===== src/rtl/lpnal_pkg.sv =====
// Shared types, constants and helper functions for the length-prefixed NAL
// to Annex B converter. Used by lpnal_parser and the top-level unit.
// No dependencies.
package lpnal_pkg;

   // Largest packet the block accepts. A longer packet is flagged as an error.
   localparam int MAX_PACKET_BYTES = 1048576;

   localparam int DATA_WIDTH   = 8;
   localparam int PLEN_WIDTH   = 21;
   localparam int COUNT_WIDTH  = 22;
   localparam int LFB_WIDTH    = 3;
   localparam int ACC_WIDTH    = 32;
   localparam int CSR_AW       = 3;
   localparam int CSR_DW       = 32;
   localparam int IDX_WIDTH    = 2;
   localparam int NRES_WIDTH   = 3;

   // Annex B start code, sent least significant byte first: 00 00 00 01.
   localparam logic [31:0] START_CODE = 32'h0100_0000;

   localparam logic [LFB_WIDTH-1:0] LFB_RESET = 3'd4;
   localparam logic [LFB_WIDTH-1:0] LFB_MAX   = 3'd4;

   // Register index of length_field_bytes in the configuration space.
   localparam logic REG_LFB = 1'b0;

   // What one transaction asks the output side to send, ahead of the status.
   typedef enum logic [1:0] {
      KIND_NONE,
      KIND_PAYLOAD,
      KIND_START
   } kind_type;

   typedef struct packed {
      kind_type                 kind;
      logic [DATA_WIDTH-1:0]    data;
      logic                     pkt_end;
      logic                     pkt_err;
      logic [COUNT_WIDTH-1:0]   count;
   } desc_type;

   // Number of bytes a result kind puts on the output.
   function automatic logic [NRES_WIDTH-1:0] kind_bytes(input kind_type kind);
      logic [NRES_WIDTH-1:0] n;
      case (kind)
         KIND_PAYLOAD: n = 3'd1;
         KIND_START:   n = 3'd4;
         default:      n = 3'd0;
      endcase
      return n;
   endfunction

   // Number of result transactions for one descriptor, status included.
   function automatic logic [NRES_WIDTH-1:0] result_count(input desc_type d);
      return kind_bytes(d.kind) + NRES_WIDTH'(d.pkt_end);
   endfunction

   // Byte i of the start code in output order.
   function automatic logic [DATA_WIDTH-1:0] start_code_byte(input logic [IDX_WIDTH-1:0] i);
      return START_CODE[8*i +: 8];
   endfunction

endpackage


===== src/rtl/lpnal_parser.sv =====
// Packet parser: holds the per-packet state and works out, for each accepted
// input transaction, the next state and a descriptor of the results it causes.
// Depends on lpnal_pkg.
module lpnal_parser (
   input  logic                                 clock,
   input  logic                                 reset,
   input  logic                                 accept,
   input  logic [lpnal_pkg::DATA_WIDTH-1:0]     data_byte,
   input  logic [lpnal_pkg::PLEN_WIDTH-1:0]     packet_length,
   input  logic [lpnal_pkg::LFB_WIDTH-1:0]      length_field_bytes,
   output lpnal_pkg::desc_type                  desc
);
   import lpnal_pkg::*;

   typedef enum logic {
      PH_LEN,
      PH_PAY
   } phase_type;

   phase_type               phase_ff,    phase_in;
   logic [ACC_WIDTH-1:0]    acc_ff,      acc_in;
   logic [LFB_WIDTH-1:0]    seen_ff,     seen_in;
   logic [PLEN_WIDTH-1:0]   rem_ff,      rem_in;
   logic [PLEN_WIDTH-1:0]   consumed_ff, consumed_in;
   logic [PLEN_WIDTH-1:0]   total_ff,    total_in;
   logic [COUNT_WIDTH-1:0]  emitted_ff,  emitted_in;
   logic                    err_ff,      err_in;

   always_comb begin
      logic                   first;
      logic [PLEN_WIDTH-1:0]  plen;
      logic [PLEN_WIDTH-1:0]  total;
      logic [PLEN_WIDTH-1:0]  consumed;
      logic [PLEN_WIDTH-1:0]  left;
      logic [ACC_WIDTH-1:0]   acc;
      logic [ACC_WIDTH-1:0]   len;
      logic [LFB_WIDTH-1:0]   seen;
      logic [PLEN_WIDTH-1:0]  rem;
      logic [COUNT_WIDTH:0]   sum;
      logic [COUNT_WIDTH-1:0] emitted;
      logic                   err;
      logic                   pkt_end;
      phase_type              phase;
      kind_type               kind;

      // The first byte of a packet starts from a clean state.
      first = (consumed_ff == '0);
      plen  = (packet_length == '0) ? PLEN_WIDTH'(1) : packet_length;
      total = first ? plen : total_ff;
      phase = first ? PH_LEN : phase_ff;
      acc   = first ? '0 : acc_ff;
      seen  = first ? '0 : seen_ff;
      rem   = first ? '0 : rem_ff;
      emitted = first ? '0 : emitted_ff;
      err   = first ? 1'b0 : err_ff;
      len   = '0;
      left  = '0;
      kind  = KIND_NONE;

      if (first && (ACC_WIDTH'(total) > ACC_WIDTH'(MAX_PACKET_BYTES))) begin
         err = 1'b1;
      end
      if (length_field_bytes == '0 || length_field_bytes > LFB_MAX) begin
         err = 1'b1;
      end

      consumed = consumed_ff + PLEN_WIDTH'(consumed_ff < total);

      if (!err) begin
         if (phase == PH_PAY) begin
            kind = KIND_PAYLOAD;
            if (rem != '0) begin
               rem = rem - PLEN_WIDTH'(1);
            end
            if (rem == '0) begin
               phase = PH_LEN;
            end
         end else begin
            acc = {acc[ACC_WIDTH-DATA_WIDTH-1:0], data_byte};
            if (seen != '1) begin
               seen = seen + LFB_WIDTH'(1);
            end
            if (seen >= length_field_bytes) begin
               len  = acc;
               left = total - consumed;
               acc  = '0;
               seen = '0;
               if (len != '0) begin
                  if (len > ACC_WIDTH'(left)) begin
                     err = 1'b1;
                  end else begin
                     kind  = KIND_START;
                     rem   = len[PLEN_WIDTH-1:0];
                     phase = PH_PAY;
                  end
               end
            end
         end
      end

      // Byte count saturates at its full-scale value.
      sum     = {1'b0, emitted} + (COUNT_WIDTH+1)'(kind_bytes(kind));
      emitted = sum[COUNT_WIDTH] ? '1 : sum[COUNT_WIDTH-1:0];

      pkt_end = (consumed >= total);
      if (pkt_end && !err && phase == PH_LEN && seen != '0) begin
         err = 1'b1;
      end

      desc.kind    = kind;
      desc.data    = data_byte;
      desc.pkt_end = pkt_end;
      desc.pkt_err = pkt_end & err;
      desc.count   = pkt_end ? emitted : '0;

      phase_in    = phase_ff;
      acc_in      = acc_ff;
      seen_in     = seen_ff;
      rem_in      = rem_ff;
      consumed_in = consumed_ff;
      total_in    = total_ff;
      emitted_in  = emitted_ff;
      err_in      = err_ff;
      if (accept) begin
         if (pkt_end) begin
            phase_in    = PH_LEN;
            acc_in      = '0;
            seen_in     = '0;
            rem_in      = '0;
            consumed_in = '0;
            total_in    = '0;
            emitted_in  = '0;
            err_in      = 1'b0;
         end else begin
            phase_in    = phase;
            acc_in      = acc;
            seen_in     = seen;
            rem_in      = rem;
            consumed_in = consumed;
            total_in    = total;
            emitted_in  = emitted;
            err_in      = err;
         end
      end
   end

   always_ff @(posedge clock) begin
      if (reset) begin
         phase_ff    <= PH_LEN;
         acc_ff      <= '0;
         seen_ff     <= '0;
         rem_ff      <= '0;
         consumed_ff <= '0;
         total_ff    <= '0;
         emitted_ff  <= '0;
         err_ff      <= 1'b0;
      end else begin
         phase_ff    <= phase_in;
         acc_ff      <= acc_in;
         seen_ff     <= seen_in;
         rem_ff      <= rem_in;
         consumed_ff <= consumed_in;
         total_ff    <= total_in;
         emitted_ff  <= emitted_in;
         err_ff      <= err_in;
      end
   end

endmodule


===== src/rtl/length_prefixed_nal_to_annexb_unit.sv =====
// The first result of a transaction is offered in the cycle after it is accepted.
// One input byte per cycle while payload passes through and the receiver does not stall;
// a completed length field sends four start-code bytes, and the packet status follows them.
// The output sequencer offers one result per cycle and takes new input with its last result.
// Reset (synchronous, active high) clears all packet state and sets length_field_bytes to 4.
// Top level of the length-prefixed NAL to Annex B converter. Depends on lpnal_pkg, lpnal_parser.
module length_prefixed_nal_to_annexb_unit (
   input  logic                                 clock,
   input  logic                                 reset,

   input  logic                                 req_valid,
   output logic                                 req_ready,
   input  logic [lpnal_pkg::DATA_WIDTH-1:0]     req_data_byte,
   input  logic [lpnal_pkg::PLEN_WIDTH-1:0]     req_packet_length,

   output logic                                 rsp_valid,
   input  logic                                 rsp_ready,
   output logic [lpnal_pkg::DATA_WIDTH-1:0]     rsp_out_byte,
   output logic                                 rsp_byte_valid,
   output logic                                 rsp_packet_end,
   output logic                                 rsp_packet_error,
   output logic [lpnal_pkg::COUNT_WIDTH-1:0]    rsp_output_count,

   input  logic                                 csr_psel,
   input  logic                                 csr_penable,
   input  logic                                 csr_pwrite,
   input  logic [lpnal_pkg::CSR_AW-1:0]         csr_paddr,
   input  logic [lpnal_pkg::CSR_DW-1:0]         csr_pwdata,
   output logic [lpnal_pkg::CSR_DW-1:0]         csr_prdata,
   output logic                                 csr_pready
);
   import lpnal_pkg::*;

   // Configuration register. The word index is taken from paddr[2]; the low
   // address bits select a byte lane and are ignored.
   logic [LFB_WIDTH-1:0]  lfb_ff, lfb_in;
   logic                  csr_write;

   assign csr_pready = 1'b1;
   assign csr_write  = csr_psel && csr_penable && csr_pwrite && csr_pready;

   always_comb begin
      lfb_in = lfb_ff;
      if (csr_write && csr_paddr[2] == REG_LFB) begin
         lfb_in = csr_pwdata[LFB_WIDTH-1:0];
      end
   end

   always_comb begin
      csr_prdata = '0;
      if (csr_paddr[2] == REG_LFB) begin
         csr_prdata = CSR_DW'(lfb_ff);
      end
   end

   // The parser sees each accepted transaction and describes the results it causes
   // in a single descriptor, which is captured in the pending register below if it causes any result.
   logic      accept;
   desc_type  desc;

   lpnal_parser u_parser (
      .clock              (clock),
      .reset              (reset),
      .accept             (accept),
      .data_byte          (req_data_byte),
      .packet_length      (req_packet_length),
      .length_field_bytes (lfb_ff),
      .desc               (desc)
   );

   // Pending descriptor and the index of the result being offered. A descriptor
   // yields its bytes first and then, if it closes the packet, the status result.
   logic                  pend_valid_ff, pend_valid_in;
   desc_type              pend_ff,       pend_in;
   logic [IDX_WIDTH-1:0]  idx_ff,        idx_in;
   logic [NRES_WIDTH-1:0] pend_bytes;
   logic [NRES_WIDTH-1:0] pend_nres;
   logic                  out_fire;
   logic                  out_last;
   logic                  is_byte;

   assign pend_bytes = kind_bytes(pend_ff.kind);
   assign pend_nres  = result_count(pend_ff);
   assign out_fire   = rsp_valid && rsp_ready;
   assign out_last   = out_fire && (NRES_WIDTH'(idx_ff) == pend_nres - NRES_WIDTH'(1));

   // A new transaction is taken whenever the pending register is free or is
   // handing over its last result in this cycle.
   assign req_ready  = !pend_valid_ff || out_last;
   assign accept     = req_valid && req_ready;

   always_comb begin
      pend_valid_in = pend_valid_ff;
      pend_in       = pend_ff;
      idx_in        = idx_ff;
      if (out_fire) begin
         idx_in = idx_ff + IDX_WIDTH'(1);
      end
      if (out_last) begin
         pend_valid_in = 1'b0;
      end
      // Transactions that only advance a length field cause no result.
      if (accept && result_count(desc) != '0) begin
         pend_valid_in = 1'b1;
         pend_in       = desc;
         idx_in        = '0;
      end
   end

   always_ff @(posedge clock) begin
      if (reset) begin
         lfb_ff        <= LFB_RESET;
         pend_valid_ff <= 1'b0;
         idx_ff        <= '0;
      end else begin
         lfb_ff        <= lfb_in;
         pend_valid_ff <= pend_valid_in;
         idx_ff        <= idx_in;
      end
      pend_ff <= pend_in;
   end

   // Result fields are selected from the pending descriptor by the result index.
   assign is_byte   = NRES_WIDTH'(idx_ff) < pend_bytes;
   assign rsp_valid = pend_valid_ff;

   always_comb begin
      rsp_out_byte     = '0;
      rsp_byte_valid   = is_byte;
      rsp_packet_end   = !is_byte;
      rsp_packet_error = !is_byte && pend_ff.pkt_err;
      rsp_output_count = is_byte ? '0 : pend_ff.count;
      if (is_byte) begin
         case (pend_ff.kind)
            KIND_PAYLOAD: rsp_out_byte = pend_ff.data;
            KIND_START:   rsp_out_byte = start_code_byte(idx_ff);
            default:      rsp_out_byte = '0;
         endcase
      end
   end

endmodule


===== config.mk =====
export PLATFORM = sky130hd
export DESIGN_NAME = length_prefixed_nal_to_annexb_unit
export DESIGN_NICKNAME = d
export VERILOG_FILES = /design/src/rtl/lpnal_pkg.sv /design/src/rtl/lpnal_parser.sv /design/src/rtl/length_prefixed_nal_to_annexb_unit.sv
export SDC_FILE = /design/constraint.sdc
export NUM_CORES = 1
export LEC_CHECK = 0
export BUFFER_PORTS_ARGS = -buffer_cell sky130_fd_sc_hd__clkbuf_2
export CAP_MARGIN = 15
export CORE_UTILIZATION = 56
export CTS_BUF_LIST = sky130_fd_sc_hd__clkbuf_4
export DETAILED_ROUTE_END_ITERATION = 7
export GPL_ROUTABILITY_DRIVEN = 0
export GPL_TIMING_DRIVEN = 1
export PLACE_DENSITY = 0.8
export SLEW_MARGIN = 20
export SYNTH_ARGS = -nofsm -noshare
export SYNTH_HDL_FRONTEND = slang
export SYNTH_HIERARCHICAL = 1
export SYNTH_SLANG_ARGS = --single-unit

===== constraint.sdc =====
create_clock -name clock -period 10.2 [get_ports clock]
set_input_delay 1.02 -clock clock [delete_from_list [all_inputs] [get_ports clock]]
set_output_delay 1.02 -clock clock [all_outputs]
set_load 0.02 [all_outputs]

==> flow_summary.toml <==
[global_routing]
grt_usage = 0.317
use_met3 = 0.0584
grt_pass1_vias = 11426
met2_usage = 0.518
grt_overflow = 0
antenna_found_initial = 1
met1_usage = 0.395
top_usage_layer = "met2"
grt_max_degree = 80
grt_pass1_wl_microns = 56300

[place]
dpl_cell_area_sq_um = 12800
port_buffers = 77
post-place-ws_ps = -181
place_hpwl_microns = 24300

[floorplan]
dieArea_sq_um = 22200
die_height_microns = 149
ios = 139
start_util = 0.575
num_rows = 53
core_sq_um = 21100
die_width_microns = 149

[timing]
final.min_clock_period_ps = 9930
hold_viol_final = 0
layout_setup_ws_ps = 266
fmax_ghz = 0.101
setup_tns_ps = 0
worst_pin_slew_ps = 885
maxSlewViolCount = 0
finalCritPeriodShare = 0.974
finClkSkew_ps = 33.9
setup_viol = 0
slew_headroom = 0.410

[final_layout]
final_util = 0.637
nets = 1802
final_cell_area_sq_um = 13400
layout-drive-gt1-share = 0.170
fillers = 1794
syn_to_final_growth_pct = 10.9

[logic_synthesis]
yosys.area.top_type = "dfxtp_1"
synth_ff_type = "dfxtp_1"
synth_cells = 1574
post-synth-top-count-cell = "nand2_1"
seq_area_frac_synth = 0.282
ys_async_sr_fraction = 0
synth.avg_cell_area_sq_um = 7.70
yosys_register_bits = 154
yosysTopAreaCellShare = 0.198
yosys-top-cells-area = "dfxtp_1, edfxtp_1, ha_1, a21oi_1, nand2_1"
synth_commonest_cells = "nand2_1, a21oi_1, dfxtp_1"
yosysWarnings = 6
synth_cell_types = 96
syn-cell-area_sq_um = 12100
synth_edf_count = 34

[detailed_routing]
route.final.wire_length_microns = 35800
post_drt_via_cell_ratio = 6.42
ant_nets = 0
avgRoutedWirePerCell_microns = 18.4
drc = 0
vias = 12486
drt_iter0_drc = 1376
first_pass_iters = 6

[power]
ir_worst_vdd_v = 0.0000818
power_density_nw_per_um2 = 133
p_total_mw = 1.79
leakage_nw = 5.46

[critical_path]
criticalPathCategory = "reg2reg"
worstPathArrival_ps = 10490
critPathCaptureType = "flop"
cp-start-kind = "flop"
cp_slowest_cell = "dfxtp_1"
crit_top_cell = "a21o_1"
critical_path_required_ps = 10760
cp_max_fo = 8
cpPeakStageDelay_ps = 420

[clocking]
clock_sinks = 154
cts_tree = "done"
cts-root-buf = "clkbuf_4"
clk_latency_ps = 620
clk_path_buf_depth = 2
cts_made_buffers = 17
cts.htree.levels = 4
clk_pin_slew_ps = 170

[worst_hold_path]
hp-class = "reg2reg"

[job]
max_cap_viol_count = 0

[status]
run_status = "completed"
==> per-layer routing <==
| metal | vias up | wire [microns] |
|---|---|---|
| met3 | 154 | 3780 |
| li1 | 5807 | - |
| met4 | 0 | 1680 |
| met5 | - | 0 |
| met2 | 736 | 16400 |
| met1 | 5789 | 13900 |
==> worst paths after layout <==
kind | from | end | slack (ps) | cells past startpoint
hold reg to reg | u_parser/emitted_ff[0] | u_parser/emitted_ff[0] | 470 | 2
setup / recovery | u_parser/consumed_ff[16] | u_parser/emitted_ff[4] | 270 | 50
setup reg to reg | u_parser/consumed_ff[16] | u_parser/emitted_ff[4] | 270 | 50
hold / removal | u_parser/emitted_ff[0] | u_parser/emitted_ff[0] | 470 | 2
==> layout make-up <==
class	instances	area (sq um)	share of cell area
antenna	4	10.0	0.000745
clock buffer	17	128	0.00949
clock inverter	15	193	0.0143
inverter	60	225	0.0168
multi-input combinational	1254	8020	0.596
sequential	154	3440	0.256
tap	275	344	0.0256
timing repair buffer	167	1090	0.0810
==> logic make-up after synthesis <==
family / Yosys count / share of synthesized area
adders and majority gates: 78 / 0.0809
muxes: 12 / 0.0101
xor gates and xnor gates: 63 / 0.0455
other: 2 / 0.000620
buffers and inverters: 194 / 0.0832
DFF: 154 / 0.282
and+or+nand+nor: 661 / 0.277
AOI/OAI and AO/OA: 410 / 0.220
==> state kept, by name, summed over array words and instances (netlist names) <==
register              flops
idx_ff                    2
u_parser/rem_ff          21
pend_ff                  34
rsp_valid                 1
u_parser/emitted_ff      22
u_parser/total_ff        21
lfb_ff                    3
u_parser/acc_ff          24
u_parser/phase_ff         1
u_parser/seen_ff          3
u_parser/err_ff           1
u_parser/consumed_ff     21
==> layout by cell type (no fill, tap or decap), types with 21 or more instances in the layout <==
| cell | count |
|---|---|
| edfxtp_1 | 34 |
| nand3_1 | 79 |
| conb_1 | 30 |
| and3_1 | 25 |
| clkbuf_2 | 76 |
| inv_1 | 57 |
| xor2_1 | 29 |
| buf_4 | 89 |
| xnor2_1 | 33 |
| nand4_1 | 27 |
| or3_1 | 23 |
| nand2_1 | 204 |
| nor2_1 | 103 |
| a21oi_1 | 154 |
| and2_1 | 54 |
| a21o_1 | 21 |
| dfxtp_1 | 111 |
| nor3_1 | 27 |
| nor4_1 | 26 |
| ha_1 | 74 |
| o21ai_0 | 65 |
==> where the power goes <==
group / internal (mW) / switching [mW]
clock network: 0.121 / 0.289
registers: 0.657 / 0.0163
logic: 0.236 / 0.472
total: 1.01 / 0.777
==> critical path, delay by kind of cell, from the launching register on <==
kind / cells / cell delay [ps]
fa+ha+maj: 5 / 1170
flops: 1 / 420
xor+xnor: 2 / 320
compound gates: 19 / 3140
buf+inv: 4 / 530
simple gates: 20 / 4280
==> what timing repair did <==
action | CTS | global route
setup buffers | 0 | 9
pin swaps | 0 | 11
gates resized for setup | 2 | 45
setup endpoints to repair | 4 | 44
cloned | 0 | 1
hold buffers | 0 | 0
==> per-stage QoR <==
step	hold WS (ps)	std cells
after global routing	488	1946
after detailed placement	454	1900
final	472	1946
after CTS	473	1932
after global placement	444	1900
after floorplan	436	1602
Note: power is estimated with default switching activity, not from simulation.
